<file path="config.mk">
export PLATFORM = sky130hd
export DESIGN_NAME = pbosc_queue_flat
export DESIGN_NICKNAME = d
export VERILOG_FILES = /design/src/hw/rtl/pbosc_pkg.sv /design/src/hw/rtl/pbosc_if.sv /design/src/hw/rtl/pbosc_queue.sv /design/src/flat_wrapper.sv
export SDC_FILE = /design/constraint.sdc
export NUM_CORES = 1
export LEC_CHECK = 0
export ABC_AREA = 1
export BUFFER_PORTS_ARGS = -buffer_cell sky130_fd_sc_hd__buf_2
export CAP_MARGIN = 5
export CORE_MARGIN = 2
export CORE_UTILIZATION = 51
export CTS_CLUSTER_SIZE = 40
export DETAILED_ROUTE_END_ITERATION = 8
export PLACE_DENSITY = 0.78
export SLEW_MARGIN = 20
export SYNTH_ARGS = -nofsm -noshare
export SYNTH_HDL_FRONTEND = slang
export SYNTH_SLANG_ARGS = --single-unit
</file>
<file path="constraint.sdc">
create_clock -name clk -period 2.7 [get_ports clk]
set_clock_uncertainty 0.1 [all_clocks]
set_input_delay 0.27 -clock clk [delete_from_list [all_inputs] [get_ports clk]]
set_output_delay 0.27 -clock clk [all_outputs]
set_load 0.02 [all_outputs]
</file>
<file path="src/hw/rtl/pbosc_pkg.sv">
`timescale 1ns / 1ps
package pbosc_pkg;

    localparam int unsigned SINE_TABLE_DEPTH = 256;
    localparam int unsigned SINE_IDX_W       = $clog2(SINE_TABLE_DEPTH);
    localparam int unsigned PHASE_BITS       = 32;
    localparam int unsigned QUEUE_DEPTH_DEF  = 2;

    localparam logic [31:0] PHASE_MASK =
        32'(~((64'd1 << (32 - PHASE_BITS)) - 64'd1));
    localparam logic [31:0] PHASE_HALF    = 32'h8000_0000;
    localparam logic [30:0] HPI_Q30       = 31'd1686629713;
    localparam logic [30:0] INC_RESET     = 31'd39370534;
    localparam int unsigned DIV_STEPS     = 30;

    // Half-step angle denominator for the table build: two per entry.
    localparam logic [63:0] SINE_ANGLE_DEN = 64'(2 * SINE_TABLE_DEPTH);

    typedef enum logic [1:0] {
        MODE_SINE     = 2'd0,
        MODE_SAW      = 2'd1,
        MODE_SQUARE   = 2'd2,
        MODE_TRIANGLE = 2'd3
    } wave_mode_t;

    typedef enum logic [0:0] {
        REG_PHASE_INCREMENT = 1'b0,
        REG_WAVE_MODE       = 1'b1
    } reg_index_t;

    typedef logic [15:0] sine_rom_t [SINE_TABLE_DEPTH];

    // Quarter-wave table, entry i = sin(pi/2 * (i + 1/2) / depth) in Q15,
    // from a Taylor series in Q30.
    function automatic sine_rom_t build_sine_rom();
        sine_rom_t   rom;
        logic [63:0] a;
        logic [63:0] a2;
        logic [63:0] term;
        logic [63:0] sum;
        for (int i = 0; i < SINE_TABLE_DEPTH; i++)
        begin
            a    = 64'(HPI_Q30) * (64'(2 * i) + 64'd1) / SINE_ANGLE_DEN;
            a2   = (a * a) >> 30;
            term = a;
            sum  = a;
            term = ((term * a2) >> 30) / 64'd6;
            sum  = sum - term;
            term = ((term * a2) >> 30) / 64'd20;
            sum  = sum + term;
            term = ((term * a2) >> 30) / 64'd42;
            sum  = sum - term;
            term = ((term * a2) >> 30) / 64'd72;
            sum  = sum + term;
            term = ((term * a2) >> 30) / 64'd110;
            sum  = sum - term;
            rom[i] = 16'((sum * 64'd32767 + (64'd1 << 29)) >> 30);
        end
        return rom;
    endfunction

    localparam sine_rom_t SINE_ROM = build_sine_rom();

endpackage

</file>
<file path="src/hw/rtl/pbosc_if.sv">


interface pbosc_phase_if;
    logic        valid;
    logic        ready;
    logic [31:0] phase;

    modport source (output valid, output phase, input ready);
    modport sink (input valid, input phase, output ready);
endinterface

</file>
<file path="src/hw/rtl/pbosc_queue.sv">
`timescale 1ns / 1ps
module pbosc_queue #(
    parameter int unsigned DEPTH = pbosc_pkg::QUEUE_DEPTH_DEF
) (
    input  logic          clk,
    input  logic          rst_n,
    pbosc_phase_if.sink   push,
    pbosc_phase_if.source pop
);
    localparam int unsigned PTR_W = (DEPTH > 1) ? $clog2(DEPTH) : 1;
    localparam int unsigned CNT_W = $clog2(DEPTH + 1);

    logic [31:0]      mem_reg [DEPTH];
    logic [PTR_W-1:0] wr_ptr_reg, wr_ptr_next;
    logic [PTR_W-1:0] rd_ptr_reg, rd_ptr_next;
    logic [CNT_W-1:0] count_reg, count_next;
    logic             do_push;
    logic             do_pop;

    assign push.ready = (count_reg < CNT_W'(DEPTH));
    assign pop.valid  = (count_reg != '0);
    assign pop.phase  = mem_reg[rd_ptr_reg];
    assign do_push    = push.valid && push.ready;
    assign do_pop     = pop.valid && pop.ready;

    always_comb
    begin
        wr_ptr_next = wr_ptr_reg;
        rd_ptr_next = rd_ptr_reg;
        count_next  = count_reg;
        if (do_push)
        begin
            wr_ptr_next = (wr_ptr_reg == PTR_W'(DEPTH - 1)) ? '0 : wr_ptr_reg + 1'b1;
        end
        if (do_pop)
        begin
            rd_ptr_next = (rd_ptr_reg == PTR_W'(DEPTH - 1)) ? '0 : rd_ptr_reg + 1'b1;
        end
        if (do_push && !do_pop)
        begin
            count_next = count_reg + 1'b1;
        end
        else if (do_pop && !do_push)
        begin
            count_next = count_reg - 1'b1;
        end
    end

    always_ff @(posedge clk or negedge rst_n)
    begin
        if (!rst_n)
        begin
            wr_ptr_reg <= '0;
            rd_ptr_reg <= '0;
            count_reg  <= '0;
        end
        else
        begin
            wr_ptr_reg <= wr_ptr_next;
            rd_ptr_reg <= rd_ptr_next;
            count_reg  <= count_next;
        end
    end

    always_ff @(posedge clk)
    begin
        if (do_push)
        begin
            mem_reg[wr_ptr_reg] <= push.phase;
        end
    end

    a_count_range: assert property (@(posedge clk) disable iff (!rst_n)
        count_reg <= CNT_W'(DEPTH))
        else $error("queue count past depth");

endmodule

</file>
<file path="src/flat_wrapper.sv">
// flat-port wrapper written by rule: the top's interface ports become plain ports
module pbosc_queue_flat 
#(
    parameter int unsigned DEPTH = pbosc_pkg::QUEUE_DEPTH_DEF
)
  (clk, rst_n, push_valid, push_phase, push_ready, pop_valid, pop_phase, pop_ready);
  pbosc_phase_if push_i ();
  pbosc_phase_if pop_i ();
  input  logic clk;
  input  logic rst_n;
  input wire logic [$bits(push_i.valid)-1:0] push_valid;
  input wire logic [$bits(push_i.phase)-1:0] push_phase;
  output wire logic [$bits(push_i.ready)-1:0] push_ready;
  output wire logic [$bits(pop_i.valid)-1:0] pop_valid;
  output wire logic [$bits(pop_i.phase)-1:0] pop_phase;
  input wire logic [$bits(pop_i.ready)-1:0] pop_ready;
  assign push_i.valid = push_valid;
  assign push_i.phase = push_phase;
  assign push_ready = push_i.ready;
  assign pop_valid = pop_i.valid;
  assign pop_phase = pop_i.phase;
  assign pop_i.ready = pop_ready;
  pbosc_queue #(.DEPTH(DEPTH)) u_core (.clk(clk), .rst_n(rst_n), .push(push_i), .pop(pop_i));
endmodule
</file>
==> results of run 1 <==
==> repair_timing <==
| action | in CTS | in global routing |
|---|---|---|
| hold buffers | 1 | 0 |
| endpoints found under the hold margin | 4 | 0 |
| buffers inserted | 0 | 0 |
==> worst max-delay path: stages, from the launching register on <==
cell	delay (ns)
dfrtp_1	0.79
buf_4	0.29
nand2_1	0.07
nand2_1	0.07
buf_2	0.16
==> cells in the final DEF, fill, tap and decap left out, types with 2 or more instances in the layout <==
cell type and n:
buf_2 69, buf_4 3, clkbuf_8 9, clkinv_1 3, clkinv_2 2, dfrtp_1 4
edfxtp_1 64, inv_1 6, nand2_1 95, nand2_2 10, nand3_1 2, nor2_4 2
==> metrics by stage <==
step | total power [mW] | worst slack (ns)
2_1_floorplan | 2.45 | 0.104
3_3_place_gp | 2.81 | 0.961
3_5_place_dp | 2.84 | 0.937
4_1_cts | 3.47 | 0.600
5_1_grt | 3.64 | 0.521
6_report | 3.43 | 0.623
==> path summary, 6_finish.rpt <==
path	start	endpoint	slack (ns)
max	u_core.rd_ptr_reg	pop_phase[30]	0.62
max in group asynchronous	rst_n	u_core.wr_ptr_reg	2.19
max reg2reg	u_core.count_reg[1]	u_core.mem_reg[0][12]	0.95
min	push_phase[25]	u_core.mem_reg[0][25]	0.03
min reg2reg	u_core.count_reg[1]	u_core.count_reg[1]	0.38
min in group asynchronous	rst_n	u_core.count_reg[1]	0.19
==> cells by family after synthesis <==
logic type	Yosys count	share of synthesized area
xor+xnor	2	0.00674
fa+ha+maj	1	0.00481
buf+inv	14	0.0404
flops	68	0.778
simple gates	110	0.170
==> layer usage <==
| metal | part of all wire | GRT usage | vias up |
|---|---|---|---|
| met5 | 0 | 0 | - |
| met4 | 0.0060 | 0.0643 | 0 |
| met3 | 0.065 | 0.0476 | 4 |
| met2 | 0.47 | 0.246 | 48 |
| met1 | 0.46 | 0.208 | 744 |
| li1 | - | - | 803 |
==> power groups by stage <==
| stage | logic [mW] | registers (mW) | clock network [mW] |
|---|---|---|---|
| after global routing | 1.41 | 1.53 | 0.693 |
| after floorplan | 0.964 | 1.49 | 0 |
| after global placement | 1.28 | 1.53 | 0 |
| after detailed placement | 1.30 | 1.54 | 0 |
| final | 1.28 | 1.52 | 0.633 |
| after CTS | 1.30 | 1.52 | 0.647 |
==> cell type report <==
type / instances / area, um2 / share of cell area
Tap cell: 67 / 83.8 / 0.0264
Multi-Input combinational cell: 113 / 488 / 0.154
Clock inverter: 5 / 21.3 / 0.00671
Clock buffer: 9 / 124 / 0.0391
Inverter: 7 / 33.8 / 0.0107
Sequential cell: 68 / 2020 / 0.638
Timing Repair Buffer: 74 / 398 / 0.125
==> metrics.md, run 1 <==
| Metric | Value |
|---|---|
| Maximum capacitance violations | 0 |
| H-Tree Depth | 3 |
| Via count of the first global-routing pass | 1406 |
| Sink Count | 68 |
| Most used flip-flop cell after synthesis | edfxtp_1 |
| CTS clk-pin slew, worst paths | 0.07 ns |
| Clock Latency Late Sink | 0.32 ns |
| Sum Neg Setup Slack | 0 ns |
| 1st-iter DRT viols | 97 |
| Peak supply drop | 0.671 mV |
| Non-Filler Instances | 343 |
| Hold Crit Depth | 1 |
| Drt pass-1 iters | 4 |
| PwrDens | 1080 mW/mm2 |
| Worst hold path class | input pin to flop |
| Fill cells | 398 |
| Post-synth EDFFs | 64 |
| Combinational share of power | 0.373 |
| DIE AREA | 0.00569 mm2 |
| Internal | 2.12 mW |
| Gate Count Post-Synth | 195 |
| Number of synthesized register bits | 68 |
| Util after Layout | 0.658 |
| Clock Tree Root | clkbuf_8 |
| Yosys top cell area share | 0.739 |
| Status | completed |
| Overall Global Routing Usage | 0.157 |
| Synth async-reset ratio | 0.0588 |
| Drt via density | 4.66 |
| GPL Wtd Cong | 0.746 |
| Clock power frac | 0.185 |
| Port Buffer Count | 69 |
| Crit path kind | flop to output port |
| Total Wirelength | 4360 um |
| Top area cells in the synthesized netlist | edfxtp_1 74%, nand2_1 14%, dfrtp_1 3.8%, nand2_2 2.4%, buf_6 1.3% |
| CTS max path bufs | 2 |
| CP Capture Type | output port |
| P_leak | 1.39 nW |
| Sequential-to-total area share from yosys stat | 0.778 |
| Syn avg cell area | 13.3 um2 |
| CP startpoint kind | flop |
| Initial core utilization | 0.540 |
| Antenna violations before repair | 0 |
| Synth cell count leaders | 95 x nand2_1, 64 x edfxtp_1, 10 x nand2_2 |
| Placed Cells | 328 |
| Num rows | 25 |
| Post-DP Area | 0.00302 mm2 |
| Hold slack | 0.0350 ns |
| Setup repair after global routing missed its margin | no |
| Layout cells sized above 1 | 0.351 |
| Syn Std Cell Area | 0.00260 mm2 |
| Headroom to the max-slew limit | 0.535 |
| Core region area | 0.00482 mm2 |
| Final Cell Area | 0.00317 mm2 |
| Maximum clock rate | 0.482 GHz |
| Total CTS buffers | 9 |
| Final setup viols | 0 |
| Least-Margin Pin Slew | 0.697 ns |
| Worst Reg-to-Reg Cells | 4 |
| Synth area leader | edfxtp_1 |
| Vias | 1599 |
| IO Count | 70 |
| DRC | 0 |
| Switch Pwr | 1.31 mW |
| Critical path data arrival time | 1.71 ns |
| Die span in x | 75.4 um |
| First-pass GRT wire length | 6330 um |
| Crit path max fanout | 17 |
| Max-slew violation total from the final report | 0 |
| Avg WL per Cell | 12.7 um |
| Synth warnings | 0 |
| Largest net degree at the start of global routing | 34 |
| Most common cell in the netlist | nand2_1 |
| Syn_nets | 232 |
| Nets | 310 |
| Antenna viol nets, final | 0 |
| Net Sw Frac | 0.383 |
| Max reg flops | 64 |
| Area Growth Syn to Fin | 21.9% |
| Final Hold Viols | 0 |
| Seq pwr share | 0.442 |
| Unique cell type count in the Yosys netlist | 15 |
| Worst Path Required | 2.33 ns |
| CTS-repair resized insts | 0 |
| Tmin final | 2.08 ns |
| Die height | 75.4 um |
| Fraction of the cycle the final worst path needs | 0.769 |
| TritonCTS clock tree | yes |
| Diode count | 0 |
| GR Overflow Total | 0 |
| DP Wirelength | 2920 um |
(Power assumes the default switching activity.)
==> run 2, diff against run 1 <==
- CORE_UTILIZATION: 51 -> 46
- PLACE_DENSITY: 0.78 -> 0.74
- clock period: 2.7 -> 1.75 ns (I/O delays scaled with it)
==> run 2 against run 1 <==
  * Wire length grew 13%
  * Core utilization is 0.12 points higher
  * Cell count increased by 12%
  * Sequential power up 51%
  * Count of clock-buffer cells in the layout rose by 2
  * Worst hold slack improved by 0.059 ns
  * Die area is 10% higher
  * Non-clock buffer count up 35
==> metrics.md, run 2 (synthesis results as in run 1) <==
| Metric | Value |
|---|---|
| Slowest-stage cell, CP | dfrtp_2 |
| Sink Count | 68 |
| Pre-CTS setup slack | 0.351 ns |
| Fill cells | 421 |
| Fraction of the cycle the final worst path needs | 0.924 |
| Max-slew violation total from the final report | 0 |
| Overall Global Routing Usage | 0.168 |
| H-Tree Depth | 3 |
| Peak supply drop | 0.948 mV |
| Port Buffer Count | 69 |
| CTS max path bufs | 2 |
| Drt via density | 4.53 |
| Worst Path Required | 1.47 ns |
| Critical path data arrival time | 1.34 ns |
| TritonCTS clock tree | yes |
| Initial core utilization | 0.475 |
| 1st-iter DRT viols | 98 |
| Area Growth Syn to Fin | 38.8% |
| Worst hold path class | input pin to async pin |
| Maximum clock rate | 0.618 GHz |
| Antenna violations before repair | 0 |
| Postcts setup bufs | 0 |
| Total power draw | 5.80 mW |
| Headroom to the max-slew limit | 0.848 |
| Crit path max fanout | 33 |
| CTS clk-pin slew, worst paths | 0.07 ns |
| Drt pass-1 iters | 4 |
| DIE AREA | 0.00627 mm2 |
| Clock Tree Root | clkbuf_8 |
| Commonest non-fill, non-tap cell in the layout | nand2_1 |
| CP delay by family, top | flip-flops |
| Clock Latency Late Sink | 0.34 ns |
| GR Overflow Total | 0 |
| Layout cells sized above 1 | 0.329 |
| First-pass GRT wire length | 7670 um |
| Sum Neg Setup Slack | 0 ns |
| DRC | 0 |
| Diode count | 0 |
| Num rows | 27 |
| Crit path kind | flop to output port |
| Final setup viols | 0 |
| Final Hold Viols | 0 |
| CP startpoint kind | flop |
| Max reg flops | 64 |
| GPL Wtd Cong | 0.725 |
| Nets | 345 |
| R2r startpoint | u_core.count_reg[1] |
| Via count of the first global-routing pass | 1760 |
| Crit-path cells | inv_8 > nand2_1 > nand2_1 > buf_2 |
| Vias | 1745 |
| Antenna viol nets, final | 0 |
| Total CTS buffers | 9 |
| Highest-count cells in the layout ignoring fill and taps | 94 x nand2_1, 69 x buf_2, 64 x edfxtp_1 |
| CP Launch Point | u_core.rd_ptr_reg |
| Tmin final | 1.62 ns |
| CP Capture Type | output port |
| Least-Margin Pin Slew | 0.228 ns |
| Slowest stage delay, CP | 0.46 ns |
| Setup repair after global routing missed its margin | no |
| PwrDens | 1610 mW/mm2 |
| Maximum capacitance violations | 0 |
| Buf/Inv on CP | 2 |
| Final Worst Setup Slack | 0.132 ns |
| DP Wirelength | 2850 um |
| Sequential cell area | 0.00202 mm2 |
| IO Count | 70 |
| Most frequent CP cell | nand2_1 |
| Multi-input gate area | 490 um2 |
| Die height | 79.2 um |
| Status | completed |
| Die span in x | 79.2 um |
| P_leak | 1.57 nW |
| Largest net degree at the start of global routing | 34 |
| Total Wirelength | 4940 um |
| Hold slack | 0.0945 ns |
| Core region area | 0.00547 mm2 |
| Avg WL per Cell | 12.8 um |
-- run 2: cell types whose count changed in the layout (fill, tap and decap cells not counted), sizes merged --
| cell | delta |
|---|---|
| dlygate4sd3 | +33 |
| clkinv | -3 |
| buf | +2 |
| bufinv | +2 |
| clkbuf | +2 |
| clkinvlp | +1 |
-- run 2: final cells by class --
cell class / count / share of cell area
clock buffer: 11 / 0.0364
clock inverter: 5 / 0.0212
inverter: 7 / 0.00936
multi-input combinational: 113 / 0.136
sequential: 68 / 0.561
tap: 72 / 0.0250
timing repair buffer: 109 / 0.212
-- run 2: worst reg2reg max path: cells and delay by family, from the launching register on --
kind	cells	cell delay [ns]
AND/OR/NAND/NOR	5	0.37
flip-flops	1	0.35
adder cells (fa/ha/maj)	1	0.33
buffers and inverters	2	0.16
-- run 2: report_power, final --
group          switching [mW]  internal (mW)
Sequential              0.122           2.18
Combinational            1.43          0.715
Clock                   0.554          0.796
-- run 2: per-layer routing --
metal	wire length [um]	vias to the layer above	global-route usage	part of all wire
li1	-	874	-	-
met1	1950	810	0.169	0.39
met2	2610	52	0.310	0.53
met3	267	9	0.0420	0.054
met4	114	0	0.0983	0.023
met5	0	-	0	0
-- run 2: path summary, 6_finish.rpt --
path | end | slack, ns | cells after the start
worst max-delay path | pop_phase[22] | 0.13 | 4
worst min-delay path | u_core.count_reg[1] | 0.09 | 2
worst max register to register | u_core.count_reg[1] | 0.35 | 8
min in group clk | u_core.wr_ptr_reg | 0.11 | 3
max in group asynchronous | u_core.rd_ptr_reg | 1.32 | 2
worst min register to register | u_core.count_reg[1] | 0.38 | 2
-- run 2: repair_timing --
item | 4_1_cts | 5_1_grt
setup endpoints to repair | 3 | 12
gates cloned | 0 | 0
hold endpoints to repair | 69 | 0
hold buffers | 34 | 0
gates resized for setup | 1 | 2
-- run 2: metrics by stage --
step,area [um2],std cells,util
5_1_grt,3610,385,0.659
4_1_cts,3600,385,0.658
2_1_floorplan,2620,195,-
3_3_place_gp,3050,335,0.558
6_report,3610,385,0.659
3_5_place_dp,3050,335,0.558
==> run 3, diff against run 2 <==
- REMOVE_ABC_BUFFERS: unset -> 1
==> run 3 against run 2 <==
  * Wire length down 6.0%
  * Maximum frequency down 0.37%
  * Critical endpoint is now pop_phase[4]
  * Count of clock-buffer cells in the layout up 2
==> metrics.md, run 3 (synthesis results as in run 1) <==
| Metric | Value |
|---|---|
| TritonCTS clock tree | yes |
| Maximum capacitance violations | 0 |
| Core region area | 0.00547 mm2 |
| Slowest stage delay, CP | 0.48 ns |
| CTS max path bufs | 2 |
| Util after Layout | 0.644 |
| Peak supply drop | 0.827 mV |
| Sink Count | 68 |
| Area Growth Syn to Fin | 35.7% |
| Initial core utilization | 0.475 |
| Worst Reg-to-Reg Cells | 8 |
| Die height | 79.2 um |
| Port Buffer Count | 69 |
| First-pass GRT wire length | 7480 um |
| Worst hold path class | input pin to flop |
| GR Overflow Total | 0 |
| Least-Margin Pin Slew | 0.267 ns |
| P_leak | 1.54 nW |
| Fill cells | 422 |
| Nets | 343 |
| Antenna viol nets, final | 0 |
| IO Count | 70 |
| Drt pass-1 iters | 4 |
| Hold Crit Depth | 3 |
| Final setup viols | 0 |
| Largest net degree at the start of global routing | 34 |
| CP Capture Type | output port |
| Overall Global Routing Usage | 0.162 |
| Total Wirelength | 4650 um |
| Tmin final | 1.62 ns |
| Final Hold Viols | 0 |
| Layout cells sized above 1 | 0.322 |
| Setup repair after global routing missed its margin | no |
| Most frequent CP cell | nand2_1 |
| Commonest non-fill, non-tap cell in the layout | nand2_1 |
| Drt via density | 4.48 |
| Avg WL per Cell | 12.1 um |
| Fraction of the cycle the final worst path needs | 0.928 |
| Slowest-stage cell, CP | dfrtp_2 |
| Clock Latency Late Sink | 0.32 ns |
| Critical path data arrival time | 1.35 ns |
| GPL Wtd Cong | 0.705 |
| H-Tree Depth | 3 |
| Antenna violations before repair | 0 |
| Sum Neg Setup Slack | 0 ns |
| Status | completed |
| CP delay by family, top | flip-flops |
| Max reg flops | 64 |
| Via count of the first global-routing pass | 1769 |
| Crit path max fanout | 14 |
| Total CTS buffers | 9 |
| Headroom to the max-slew limit | 0.822 |
| Clock Tree Root | clkbuf_8 |
| Worst Path Required | 1.47 ns |
| Crit path kind | flop to output port |
| CTS clk-pin slew, worst paths | 0.06 ns |
| Postcts setup bufs | 0 |
| Highest-count cells in the layout ignoring fill and taps | 95 x nand2_1, 69 x buf_2, 64 x edfxtp_1 |
| DP Wirelength | 2850 um |
| PwrDens | 1550 mW/mm2 |
| Num rows | 27 |
| Maximum clock rate | 0.616 GHz |
| CP startpoint kind | flop |
| 1st-iter DRT viols | 60 |
| Crit-path cells | buf_4 > nand2_1 > nand2_1 > buf_2 |
| Stages on the worst setup path | 4 |
| Diode count | 0 |
| Vias | 1717 |
| Max-slew violation total from the final report | 0 |
| DRC | 0 |
| Die span in x | 79.2 um |
| Buf/Inv on CP | 2 |
| DIE AREA | 0.00627 mm2 |
run 3: final cells by class:
cell class	instances	area, um2	area share
flip-flops and latches	68	2020	0.574
repair buffers	107	729	0.207
clock inverters	3	13.8	0.00390
inverters	7	33.8	0.00958
multi-input cells	113	488	0.138
well taps	72	90.1	0.0255
clock buffers	13	149	0.0422
run 3: path summary, 6_finish.rpt:
kind                                     start                   to  slack, ns
setup reg to reg           u_core.count_reg[1]  u_core.count_reg[1]       0.23
hold reg to reg            u_core.count_reg[1]  u_core.count_reg[1]       0.41
max in group asynchronous                rst_n    u_core.rd_ptr_reg       1.32
hold / removal                       pop_ready    u_core.rd_ptr_reg       0.02
setup / recovery             u_core.rd_ptr_reg         pop_phase[4]       0.13
min in group asynchronous                rst_n  u_core.count_reg[0]       0.09
run 3: tightest hold or removal path, stage by stage:
cell,delay [ns]
buf_2,0.09
nand3_1,0.08
nand2_1,0.07
run 3: stage by stage:
| stage | std cells | power (mW) | hold WS, ns | setup WS (ns) | area [um2] |
|---|---|---|---|---|---|
| after detailed placement | 334 | 4.40 | -0.110 | 0.240 | 3030 |
| after global routing | 383 | 5.80 | 0.0167 | 0.0132 | 3530 |
| after floorplan | 188 | 3.62 | -0.221 | -0.846 | 2530 |
| after global placement | 334 | 4.35 | -0.112 | 0.316 | 3030 |
| final | 383 | 5.46 | 0.0207 | 0.126 | 3530 |
| after CTS | 383 | 5.51 | 0.00351 | 0.0629 | 3520 |
run 3: report_power, final:
| part | total (mW) | internal, mW | switching (mW) | leakage, nW |
|---|---|---|---|---|
| logic | 2.10 | 0.678 | 1.42 | 0.815 |
| registers | 2.31 | 2.18 | 0.134 | 0.637 |
| clock network | 1.05 | 0.545 | 0.501 | 0.0848 |
run 3: repair_timing:
action                                 4_1_cts  5_1_grt
cloned                                       0        0
resized for setup                            1        1
endpoints found under the hold margin       68        0
hold buffers                                33        0
setup endpoints to repair                   17        3
run 3: metal layers:
layer / wire, um / part of all wire / GRT usage / vias up
li1: - / - / - / 868
met3: 215 / 0.046 / 0.0420 / 6
met1: 1840 / 0.40 / 0.168 / 791
met4: 68 / 0.015 / 0.0897 / 0
met5: 0 / 0 / 0 / -
met2: 2530 / 0.54 / 0.296 / 52
