## src/hw/rtl/pbosc_pkg.sv

```systemverilog
`timescale 1ns / 1ps
package pbosc_pkg;

    localparam int unsigned SINE_TABLE_DEPTH = 256;
    localparam int unsigned SINE_IDX_W       = $clog2(SINE_TABLE_DEPTH);
    localparam int unsigned PHASE_BITS       = 32;
    localparam int unsigned QUEUE_DEPTH_DEF  = 2;

    localparam logic [31:0] PHASE_MASK =
        32'(~((64'd1 << (32 - PHASE_BITS)) - 64'd1));
    localparam logic [31:0] PHASE_HALF    = 32'h8000_0000;
    localparam logic [30:0] HPI_Q30       = 31'd1686629713;
    localparam logic [30:0] INC_RESET     = 31'd39370534;
    localparam int unsigned DIV_STEPS     = 30;

    // Half-step angle denominator for the table build: two per entry.
    localparam logic [63:0] SINE_ANGLE_DEN = 64'(2 * SINE_TABLE_DEPTH);

    typedef enum logic [1:0] {
        MODE_SINE     = 2'd0,
        MODE_SAW      = 2'd1,
        MODE_SQUARE   = 2'd2,
        MODE_TRIANGLE = 2'd3
    } wave_mode_t;

    typedef enum logic [0:0] {
        REG_PHASE_INCREMENT = 1'b0,
        REG_WAVE_MODE       = 1'b1
    } reg_index_t;

    typedef logic [15:0] sine_rom_t [SINE_TABLE_DEPTH];

    // Quarter-wave table, entry i = sin(pi/2 * (i + 1/2) / depth) in Q15,
    // from a Taylor series in Q30.
    function automatic sine_rom_t build_sine_rom();
        sine_rom_t   rom;
        logic [63:0] a;
        logic [63:0] a2;
        logic [63:0] term;
        logic [63:0] sum;
        for (int i = 0; i < SINE_TABLE_DEPTH; i++)
        begin
            a    = 64'(HPI_Q30) * (64'(2 * i) + 64'd1) / SINE_ANGLE_DEN;
            a2   = (a * a) >> 30;
            term = a;
            sum  = a;
            term = ((term * a2) >> 30) / 64'd6;
            sum  = sum - term;
            term = ((term * a2) >> 30) / 64'd20;
            sum  = sum + term;
            term = ((term * a2) >> 30) / 64'd42;
            sum  = sum - term;
            term = ((term * a2) >> 30) / 64'd72;
            sum  = sum + term;
            term = ((term * a2) >> 30) / 64'd110;
            sum  = sum - term;
            rom[i] = 16'((sum * 64'd32767 + (64'd1 << 29)) >> 30);
        end
        return rom;
    endfunction

    localparam sine_rom_t SINE_ROM = build_sine_rom();

endpackage

```

## src/hw/rtl/pbosc_if.sv

```systemverilog
`timescale 1ns / 1ps
interface pbosc_req_if;
    logic        valid;
    logic        ready;
    logic        kind;
    logic [31:0] sample_time;
    logic [31:0] phase_offset;

    modport source (output valid, output kind, output sample_time, output phase_offset,
                    input ready);
    modport sink (input valid, input kind, input sample_time, input phase_offset,
                  output ready);
endinterface


interface pbosc_phase_if;
    logic        valid;
    logic        ready;
    logic [31:0] phase;

    modport source (output valid, output phase, input ready);
    modport sink (input valid, input phase, output ready);
endinterface

```

## src/hw/rtl/pbosc_front.sv

```systemverilog
`timescale 1ns / 1ps
module pbosc_front (
    input  logic                clk,
    input  logic                rst_n,
    input  logic [30:0]         inc,
    pbosc_req_if.sink           request,
    pbosc_phase_if.source       phase
);
    import pbosc_pkg::*;

    typedef enum logic [1:0] {
        F_IDLE = 2'b01,
        F_PUSH = 2'b10
    } front_state_t;

    front_state_t state_reg, state_next;
    logic [31:0]  acc_reg, acc_next;
    logic [31:0]  offset_reg, offset_next;
    logic [31:0]  timed;
    logic         take;

    assign timed         = request.sample_time * {1'b0, inc};
    assign request.ready = (state_reg == F_IDLE);
    assign take          = request.valid && request.ready;
    assign phase.valid   = (state_reg == F_PUSH);
    assign phase.phase   = (acc_reg + offset_reg) & PHASE_MASK;

    always_comb
    begin
        state_next  = state_reg;
        acc_next    = acc_reg;
        offset_next = offset_reg;
        unique case (state_reg)
            F_IDLE:
            begin
                if (take)
                begin
                    acc_next    = (request.kind ? timed : acc_reg + {1'b0, inc}) & PHASE_MASK;
                    offset_next = request.phase_offset;
                    state_next  = F_PUSH;
                end
            end
            F_PUSH:
            begin
                if (phase.ready)
                begin
                    state_next = F_IDLE;
                end
            end
            default:
            begin
                state_next = F_IDLE;
            end
        endcase
    end

    always_ff @(posedge clk or negedge rst_n)
    begin
        if (!rst_n)
        begin
            state_reg <= F_IDLE;
            acc_reg   <= '0;
        end
        else
        begin
            state_reg <= state_next;
            acc_reg   <= acc_next;
        end
    end

    always_ff @(posedge clk)
    begin
        offset_reg <= offset_next;
    end

    // The accumulator moves only when an item comes in.
    a_acc_hold: assert property (@(posedge clk) disable iff (!rst_n)
        !$past(take) |-> $stable(acc_reg))
        else $error("phase accumulator moved without an item");

endmodule

```

## src/flat_wrapper.sv

```systemverilog
// flat-port wrapper written by rule: the top's interface ports become plain ports
module pbosc_front_flat import pbosc_pkg::*;
  (clk, rst_n, inc, request_valid, request_kind, request_sample_time, request_phase_offset, request_ready, phase_valid, phase_phase, phase_ready);
  pbosc_req_if request_i ();
  pbosc_phase_if phase_i ();
  input  logic clk;
  input  logic rst_n;
  input  logic [30:0] inc;
  input wire logic [$bits(request_i.valid)-1:0] request_valid;
  input wire logic [$bits(request_i.kind)-1:0] request_kind;
  input wire logic [$bits(request_i.sample_time)-1:0] request_sample_time;
  input wire logic [$bits(request_i.phase_offset)-1:0] request_phase_offset;
  output wire logic [$bits(request_i.ready)-1:0] request_ready;
  output wire logic [$bits(phase_i.valid)-1:0] phase_valid;
  output wire logic [$bits(phase_i.phase)-1:0] phase_phase;
  input wire logic [$bits(phase_i.ready)-1:0] phase_ready;
  assign request_i.valid = request_valid;
  assign request_i.kind = request_kind;
  assign request_i.sample_time = request_sample_time;
  assign request_i.phase_offset = request_phase_offset;
  assign request_ready = request_i.ready;
  assign phase_valid = phase_i.valid;
  assign phase_phase = phase_i.phase;
  assign phase_i.ready = phase_ready;
  pbosc_front u_core (.clk(clk), .rst_n(rst_n), .inc(inc), .request(request_i), .phase(phase_i));
endmodule
```

## config.mk

```make
export PLATFORM = sky130hd
export DESIGN_NAME = pbosc_front_flat
export DESIGN_NICKNAME = d
export VERILOG_FILES = /design/src/hw/rtl/pbosc_pkg.sv /design/src/hw/rtl/pbosc_if.sv /design/src/hw/rtl/pbosc_front.sv /design/src/flat_wrapper.sv
export SDC_FILE = /design/constraint.sdc
export NUM_CORES = 1
export LEC_CHECK = 0
export BUFFER_PORTS_ARGS = -buffer_cell sky130_fd_sc_hd__clkbuf_2
export CORE_MARGIN = 4
export CORE_UTILIZATION = 55
export DETAILED_ROUTE_END_ITERATION = 8
export PLACE_DENSITY = 0.69
export SETUP_SLACK_MARGIN = 0.2
export SYNTH_ARGS = -nofsm -noshare
export SYNTH_HDL_FRONTEND = slang
export SYNTH_SLANG_ARGS = --single-unit
```

## constraint.sdc

```tcl
create_clock -name clk -period 3.2 [get_ports clk]
set_input_delay 0.32 -clock clk [delete_from_list [all_inputs] [get_ports clk]]
set_output_delay 0.32 -clock clk [all_outputs]
set_load 0.005 [all_outputs]
```

==> results.md, run 1 <==
* Synth unique cells at 70
* Synth Register Bits at 66
* Routed length per instance at 20.0 microns
* Count leader, synth: fa_1
* Global Route Usage Sum at 0.318
* Longest Clk Path Bufs at 2
* Count of final setup violators at 43
* Fraction of post-synthesis cell area in the top cell type by area at 0.392
* Layout Area Growth over Synthesis at 26.7%
* Unrepaired setup endpoints after global routing: yes
* Type of origin of the critical path: primary input
* Path type of the worst setup path: in2reg
* Core utilization of the finished layout at 0.706
* Number of buffers added on ports at ~130
* Class of the most critical hold timing path: in2async
* Async set-reset flop share out of synthesis at 0.515
* Number of failing hold endpoints at the final stage at 0
* Kind of end point of the critical path: flop
* Outcome: finished with violations
* Proportion of synthesized chip area in sequential cells at 0.0864
* Routed via count at about 18000
* Violated checks: negative setup slack
* Syn_nets at ~3000
* Vias in the first global route at between 15000 and 20000
* Total count of max-transition violations in the final report at 0
* Mean area per synthesized cell at around 9 sq um
* Count of fill cells added during filler insertion at 2866
* Highest attainable clock frequency at about 150 MHz
* Mapped cell area at between 20000 and 25000 sq um
* Minimum clock period after layout at 6.70 ns
* Top-level port count at 134
* Die area at 41300 sq um
* DRC viols at 0
* Top cells by count, synth: 411 x fa_1, 385 x inv_1, 330 x nand2_1
* Row count at between 70 and 80
* Mean number of vias per cell at roughly 5.6
* CP Max Fanout at 6
* Max Cap Viol at 0
* Arrival time of data at the critical path endpoint at ~6.9 ns
* HPWL Detailed at about 55 mm
* Remaining Overflow, GRT at 0
* Clk slew on worst S/H paths at 0.06 ns
* Largest net degree at the start of global routing at 46
* Leading cell types by total area after synthesis: fa_1 39%, ha_1 11%, and2_1 8.2%
* Top_reg_cell synth: dfrtp_1
* Relative slew slack at 0.377
* # clock sinks at 66
* Antenna Violating Nets Remaining at 0
* Starting density of the core at 0.557
* CTS Hold Bufs at 0
* Transition time at the pin with the least slew margin at 0.934 ns
* Number of cells produced by synthesis at roughly 2300
* Later-pin clock latency in the skew report at approximately 0.34 ns
* Chip Height at around 200 microns
* Routability congestion estimate at roughly 0.97
* Clock tree from TritonCTS: yes
* Number of DRC markers after the initial detailed-route iteration at 1219
* Clock Root Buffer: clkbuf_16
* Min setup slack post-route at -3.50 ns
* Die width at 203 microns
* Count of flip-flops with a built-in enable after synthesis at 32
* Synthesis warning total at 0
* Final hold slack at about 0.11 ns
* Final routed wirelength across all metal layers at roughly 65 mm
* Wire length of the first global-routing pass at 104 mm
* Antenna violations before repair at 3
* Portion of the clock cycle consumed by the worst path in the final layout at 2.09
* Core Box Area at approximately 38000 sq um
* Final layout net count at about 3400
* Cts bufs inserted at 9
* Number of H-tree levels at 3
* Worst clock skew at between 0.007 and 0.008 ns
* Critical path data required time at ~3.4 ns
* Share of cells above drive strength 1 at 0.266
* First-pass iteration count of the detailed router at 5
* Area leader, netlist: fa_1
-- placed cells by master (no fill, tap or decap), types with 7 or more instances in the layout --
| master | n |
|---|---|
| fa_1 | 392 |
| inv_1 | 378 |
| nand2_1 | 317 |
| buf_4 | 297 |
| and2_1 | 259 |
| ha_1 | 144 |
| clkbuf_2 | 100 |
| xnor2_1 | 80 |
| a21oi_1 | 47 |
| nor2_1 | 46 |
| buf_6 | 41 |
| o21ai_0 | 36 |
| ha_4 | 36 |
| dfrtp_1 | 33 |
| edfxtp_1 | 32 |
| a21o_1 | 29 |
| a21oi_2 | 26 |
| o21ai_1 | 26 |
| xor2_1 | 24 |
| buf_2 | 23 |
| fa_2 | 19 |
| a31oi_1 | 17 |
| o21ai_2 | 17 |
| nor3_1 | 17 |
| xnor2_2 | 15 |
| and2_4 | 15 |
| o21a_1 | 13 |
| buf_12 | 13 |
| nor2b_1 | 12 |
| clkbuf_16 | 11 |
| nand2_2 | 10 |
| nand2b_1 | 9 |
| nor2_2 | 9 |
| o21bai_1 | 8 |
| inv_2 | 7 |
| a211oi_1 | 7 |
| and3_1 | 7 |
-- kinds of logic (layout without fill, tap and decap cells) --
kind of cell               count (synthesis)  count (layout)  synth area share
and+or+nand+nor                          762             762             0.181
other                                      0               1                 0
muxes                                      3               3           0.00143
adders and majority gates                593             593             0.501
AOI/OAI and AO/OA                        299             299            0.0909
buffers and inverters                    487             885            0.0871
xor gates and xnor gates                 125             125            0.0522
DFF                                       66              66            0.0864
-- repair_timing --
item                                    in CTS  in global routing
buffers inserted                            17                 16
gates resized for setup                    111                164
endpoints found under the setup margin      47                 51
cloned                                       0                  1
pin swaps                                   85                104
hold endpoints to repair                     0                  0
-- path summary, 6_finish.rpt --
check	slack, ns	to	from	cells past startpoint
max	-3.50	u_core.acc_reg[30]$_DFFE_PN0P_	inc[4]	23
min	0.11	u_core.state_reg[1]$_DFFE_PN0P_	rst_n	1
max reg2reg	-0.19	u_core.acc_reg[30]$_DFFE_PN0P_	u_core.acc_reg[0]$_DFFE_PN0P_	14
min reg2reg	0.53	u_core.acc_reg[22]$_DFFE_PN0P_	u_core.acc_reg[22]$_DFFE_PN0P_	1
max in group asynchronous	2.50	u_core.acc_reg[10]$_DFFE_PN0P_	rst_n	1
min in group clk	0.16	u_core.offset_reg[11]$_DFFE_PP_	request_phase_offset[11]	1
-- cell type report --
cell class / count / area, sq um / share of cell area
multi-input cells: 1782 / 18700 / 0.703
repair buffers: 484 / 3700 / 0.139
flip-flops and latches: 66 / 1810 / 0.0682
inverters: 385 / 1450 / 0.0544
well taps: 511 / 639 / 0.0241
clock buffers: 12 / 246 / 0.00927
clock inverters: 4 / 42.5 / 0.00160
diodes: 1 / 2.50 / 0.0000941
-- through the flow --
step,std cells,area [sq um],TNS (ns),worst slack [ns]
2_1_floorplan,2335,21700,-61.57,-3.31
3_5_place_dp,3194,24800,-83.61,-3.89
5_1_grt,3245,26600,-81.34,-3.67
6_report,3245,26600,-74.35,-3.50
3_3_place_gp,3194,24800,-82.86,-3.86
4_1_cts,3227,25700,-74.11,-3.47
-- worst max-delay path, stage by stage --
cell	delay (ns)
buf_12	0.11
buf_12	0.13
and2_1	0.17
fa_1	0.60
fa_1	0.46
fa_1	0.52
inv_1	0.05
fa_1	0.47
inv_1	0.05
fa_1	0.47
fa_1	0.60
fa_1	0.46
fa_1	0.52
ha_4	0.32
and4_1	0.17
and3_1	0.17
o31ai_2	0.08
and4b_2	0.24
o31ai_2	0.27
a21o_1	0.19
a2111o_1	0.16
a31oi_2	0.10
a221o_1	0.27
-- per-layer routing --
layer / part of all wire / vias to the layer above / GRT usage
li1: - / 8056 / -
met1: 0.41 / 9129 / 0.441
met2: 0.48 / 711 / 0.528
met3: 0.076 / 121 / 0.0410
met4: 0.034 / 2 / 0.101
met5: 0.00020 / - / 0
Power of run 1 is not shown: default switching activity piles up to over one toggle a cycle in this logic, so the estimate is an artifact.
==> run 2, diff against run 1 <==
--- a/config.mk
+++ b/config.mk
@@ -6,6 +6,7 @@
 export NUM_CORES = 1
 export LEC_CHECK = 0
 export BUFFER_PORTS_ARGS = -buffer_cell sky130_fd_sc_hd__clkbuf_2
+export CORE_ASPECT_RATIO = 1.2
 export CORE_MARGIN = 4
 export CORE_UTILIZATION = 55
 export DETAILED_ROUTE_END_ITERATION = 8
==> constraint.sdc (replaced) <==
create_clock -name clk -period 3.2 [get_ports clk]
set_input_delay 0.32 -clock clk [delete_from_list [all_inputs] [get_ports clk]]
set_output_delay 0.32 -clock clk [all_outputs]
set_load 0.05 [all_outputs]
==> results.md, run 2 (synthesis gave the netlist of run 1 again) <==
* Clock Root Buffer: clkbuf_16
* Min setup slack post-route at -3.45 ns
* HPWL Detailed at between 50 and 60 mm
* Number of buffers added on ports at between 100 and 150
* Minimum clock period after layout at roughly 6.6 ns
* Row count at between 70 and 80
* Core utilization of the finished layout at 0.728
* Die width at ~190 microns
* Top-level port count at about 130
* Number of failing hold endpoints at the final stage at 0
* Portion of the clock cycle consumed by the worst path in the final layout at 2.08
* Wire length of the first global-routing pass at about 100 mm
* Fraction of met1 tracks used by global routing at 0.396
* CP Max Fanout at 6
* Total negative setup slack at -75.21 ns
* Count of final setup violators at 45
* Highest attainable clock frequency at 150 MHz
* Number of H-tree levels at 3
* Antenna Violating Nets Remaining at 0
* Kind of end point of the critical path: flop
* Vias in the first global route at 19881
* Routability congestion estimate at about 0.93
* Final layout net count at about 3400
* Critical path data required time at between 3 and 4 ns
* Mean number of vias per cell at 5.57
* Relative slew slack at 0.355
* Most frequent cells in the layout: 389 x fa_1, 368 x inv_1, 316 x nand2_1
* Starting density of the core at 0.556
* Path type of the worst setup path: in2reg
* Chip Height at 222 microns
* Remaining Overflow, GRT at 0
* Most used routing layer in global routing: met2
* Core Box Area at approximately 38000 sq um
* Later-pin clock latency in the skew report at about 0.35 ns
* Met2 Usage GRT at 0.540
* Final routed wirelength across all metal layers at 64.7 mm
* Type of origin of the critical path: primary input
* Layout Area Growth over Synthesis at 31.0%
* DRC viols at 0
* Violated checks: negative setup slack
* CTS Hold Bufs at 0
* Cts bufs inserted at 9
* Share of cells above drive strength 1 at 0.289
* Routed length per instance at around 20 microns
* Unrepaired setup endpoints after global routing: yes
* Max Cap Viol at 0
* Antenna violations before repair at 11
* Outcome: finished with violations
* Total count of max-transition violations in the final report at 0
* Clock tree from TritonCTS: yes
* Routed via count at between 15000 and 20000
* Met3 track demand over resource at 0.0622
* Class of the most critical hold timing path: in2async
* # clock sinks at between 60 and 70
* Longest Clk Path Bufs at 2
* Most common cell after layout, fill and taps aside: fa_1
* Worst clock skew at around 0.0075 ns
* Transition time at the pin with the least slew margin at between 0.9 and 1 ns
* Die area at roughly 41000 sq um
* Arrival time of data at the critical path endpoint at 6.89 ns
* Number of DRC markers after the initial detailed-route iteration at 1067
* Global Route Usage Sum at 0.312
* First-pass iteration count of the detailed router at 5
* Clk slew on worst S/H paths at 0.06 ns
* Largest net degree at the start of global routing at 45
run 2: changes by cell type in the layout (fill, tap and decap cells not counted), sizes merged:
cell	before	now
diode	1	3
clkinv	3	4
bufinv	1	0
buf	376	391
run 2: area by class of cell:
type	count	area, sq um
Antenna cell	3	7.51
Clock buffer	12	256
Clock inverter	4	16.3
Fill cell	2773	10300
Inverter	385	1450
Multi-Input combinational cell	1782	19100
Sequential cell	66	1810
Tap cell	480	601
Timing Repair Buffer	499	4230
run 2: metrics by stage:
step                      std cells  cell area, sq um  hold WS (ns)  worst slack, ns
after floorplan                2335             21900        0.0244            -3.31
after global placement         3168             25200         0.497            -3.84
after detailed placement       3168             25200         0.499            -3.96
after CTS                      3210             26600         0.128            -3.40
after global routing           3230             27500         0.139            -3.59
final                          3231             27500        0.0999            -3.45
run 2: repair_timing:
action | CTS | global route
cloned | 0 | 0
resized for setup | 194 | 190
buffers inserted | 26 | 18
pin swaps | 94 | 112
endpoints found under the setup margin | 51 | 52
run 2: path summary, 6_finish.rpt:
path / cells after the start / slack (ns) / to / startpoint
worst max-delay path: 23 / -3.45 / u_core.acc_reg[30]$_DFFE_PN0P_ / inc[4]
max in group asynchronous: 1 / 2.48 / u_core.acc_reg[0]$_DFFE_PN0P_ / rst_n
min in group clk: 1 / 0.14 / u_core.offset_reg[17]$_DFFE_PP_ / request_phase_offset[17]
worst max register to register: 15 / -0.24 / u_core.acc_reg[28]$_DFFE_PN0P_ / u_core.acc_reg[0]$_DFFE_PN0P_
worst min-delay path: 1 / 0.1 / u_core.state_reg[1]$_DFFE_PN0P_ / rst_n
worst min register to register: 2 / 0.53 / u_core.acc_reg[5]$_DFFE_PN0P_ / u_core.acc_reg[5]$_DFFE_PN0P_
run 2: critical path: stages:
cell	delay (ns)
clkbuf_16	0.14
buf_12	0.13
and2_1	0.17
fa_2	0.58
fa_2	0.45
fa_1	0.51
inv_1	0.05
fa_1	0.48
inv_1	0.06
fa_1	0.51
fa_2	0.59
fa_1	0.45
fa_1	0.46
ha_1	0.35
and4_1	0.20
and3_4	0.19
o31ai_4	0.08
and4b_2	0.27
o31ai_2	0.26
a21o_1	0.17
a2111o_1	0.13
a31oi_1	0.07
a221o_1	0.28
run 2: routing by layer:
metal  vias to the layer above  part of all wire  wire length [microns]
li1                       8087                 -                      -
met1                      9055              0.39                  25100
met2                       657              0.50                  32100
met3                       170             0.075                   4850
met4                        16             0.037                   2420
met5                         -            0.0017                    110
Power of run 2 is left out for the same reason.
==> run 3, diff against run 2 <==
--- a/config.mk
+++ b/config.mk
@@ -8,9 +8,9 @@
 export BUFFER_PORTS_ARGS = -buffer_cell sky130_fd_sc_hd__clkbuf_2
 export CORE_ASPECT_RATIO = 1.2
 export CORE_MARGIN = 4
-export CORE_UTILIZATION = 55
+export CORE_UTILIZATION = 60
 export DETAILED_ROUTE_END_ITERATION = 8
-export PLACE_DENSITY = 0.69
+export PLACE_DENSITY = 0.75
 export SETUP_SLACK_MARGIN = 0.2
 export SYNTH_ARGS = -nofsm -noshare
 export SYNTH_HDL_FRONTEND = slang
==> results.md, run 3 (synthesis gave the netlist of run 1 again) <==
* Most frequent cells in the layout: 393 x fa_1, 372 x inv_1, 315 x nand2_1
* Antenna Violating Nets Remaining at 0
* Top-level port count at approximately 130
* Longest Clk Path Bufs at 2
* HPWL Detailed at around 53 mm
* Number of DRC markers after the initial detailed-route iteration at approximately 1500
* Kind of end point of the critical path: flop
* Largest delay contributor family on the critical path: adder cells
* Minimum clock period after layout at around 6.7 ns
* Total negative setup slack at -79.34 ns
* Non-filler cells in the finished layout at 3207
* Worst reg-to-reg setup slack at -0.45 ns
* DRC viols at 0
* Chip Height at ~210 microns
* Number of failing hold endpoints at the final stage at 0
* Transition time at the pin with the least slew margin at just under 1 ns
* Path type of the worst setup path: in2reg
* Critical path data required time at between 3 and 4 ns
* Portion of the clock cycle consumed by the worst path in the final layout at 2.09
* Die area at 38000 sq um
* Slowest stage delay, CP at roughly 0.55 ns
* Count of fill cells added during filler insertion at ~2100
* CTS Hold Bufs at 0
* Vias in the first global route at 20623
* Largest net degree at the start of global routing at between 40 and 50
* Count of buffering cells on the critical path with inverters included at 8
* Min setup slack post-route at -3.50 ns
* Mean number of vias per cell at roughly 6
* Critical-path top delay cell: fa_1
* Routed length per instance at around 22 microns
* Clk slew on worst S/H paths at ~0.05 ns
* Total count of max-transition violations in the final report at 0
* Final hold slack at 0.131 ns
* Violated checks: negative setup slack
* Cts bufs inserted at 9
* Global Route Usage Sum at 0.360
* First-pass iteration count of the detailed router at 5
* Later-pin clock latency in the skew report at between 0.3 and 0.4 ns
* Clock Root Buffer: clkbuf_16
* Final layout net count at approximately 3400
* CP Max Fanout at 8
* Most common cell after layout, fill and taps aside: fa_1
* Most repeated library cell on the critical path: fa_1
* Routed via count at 18902
* Number of buffers added on ports at 133
* Outcome: finished with violations
* Die width at 179 microns
* Starting density of the core at 0.613
* Unrepaired setup endpoints after global routing: yes
* Highest attainable clock frequency at between 100 and 150 MHz
* Row count at 74
* Instance count after placement with tap cells included at about 3100
* Core Box Area at 34300 sq um
* Count of final setup violators at 45
* Final routed wirelength across all metal layers at 69.6 mm
* Arrival time of data at the critical path endpoint at 6.93 ns
* Clock tree from TritonCTS: yes
* # clock sinks at between 60 and 70
* Worst clock skew at approximately 0.009 ns
* Remaining Overflow, GRT at 0
* Share of cells above drive strength 1 at 0.279
* Class of the most critical hold timing path: in2async
* Antenna violations before repair at 5
* Wire length of the first global-routing pass at approximately 110 mm
* Type of origin of the critical path: primary input
* Relative slew slack at 0.348
* Number of H-tree levels at 3
* Max Cap Viol at 0
* Routability congestion estimate at approximately 0.97
* Layout Area Growth over Synthesis at 30.6%
-- run 3: cell count changes in the layout (fill, tap and decap cells not counted), moves of 6 or more --
cell     delta
buf_4      -13
o21ai_1     +8
a21oi_1     +7
o21ai_2     -6
-- run 3: routing by layer --
layer | vias up | wire length, microns | part of all wire | track usage
li1 | 8093 | - | - | -
met1 | 9432 | 24700 | 0.35 | 0.448
met2 | 1074 | 34300 | 0.49 | 0.615
met3 | 301 | 6440 | 0.093 | 0.0699
met4 | 2 | 4130 | 0.059 | 0.153
met5 | - | 8 | 0.00012 | 0
-- run 3: metrics by stage --
stage,cell area (sq um),util,worst slack (ns)
final,27400,0.800,-3.50
after global routing,27400,0.800,-3.66
after CTS,26700,0.779,-3.36
after detailed placement,25000,0.731,-3.85
after global placement,25000,0.731,-3.77
after floorplan,21900,-,-3.31
-- run 3: timing repair --
item,CTS,global route
gates cloned,1,1
setup endpoints to repair,51,51
buffers inserted,36,18
gates resized for setup,238,136
pin swaps,134,94
-- run 3: cell type report --
class	instances	area, sq um	area share
diodes	4	10.0	0.000365
clock buffers	12	246	0.00899
clock inverters	4	18.8	0.000685
inverters	385	1450	0.0527
multi-input cells	1782	19000	0.693
flip-flops and latches	66	1810	0.0662
well taps	456	571	0.0208
repair buffers	498	4300	0.157
-- run 3: worst register-to-register path, cell delays in order, from the launching register on --
cell and delay [ns]:
dfrtp_1 0.40, buf_4 0.14, buf_4 0.09, ha_1 0.15
inv_1 0.06, fa_1 0.42, nor2b_4 0.18, o31ai_2 0.10
a31oi_1 0.26, and4bb_2 0.30, nor3_2 0.32, a41oi_4 0.20
o21ai_1 0.26, a21boi_1 0.13, xnor2_1 0.19, a221o_1 0.34
-- run 3: path summary, 6_finish.rpt --
path	depth (start not counted)	endpoint	from
min in group clk	1	u_core.offset_reg[16]$_DFFE_PP_	request_phase_offset[16]
worst min-delay path	1	u_core.state_reg[1]$_DFFE_PN0P_	rst_n
worst max-delay path	28	u_core.acc_reg[23]$_DFFE_PN0P_	inc[6]
worst max register to register	15	u_core.acc_reg[30]$_DFFE_PN0P_	u_core.acc_reg[0]$_DFFE_PN0P_
max in group asynchronous	1	u_core.acc_reg[1]$_DFFE_PN0P_	rst_n
worst min register to register	2	u_core.acc_reg[6]$_DFFE_PN0P_	u_core.acc_reg[6]$_DFFE_PN0P_
Power of run 3 is left out for the same reason.
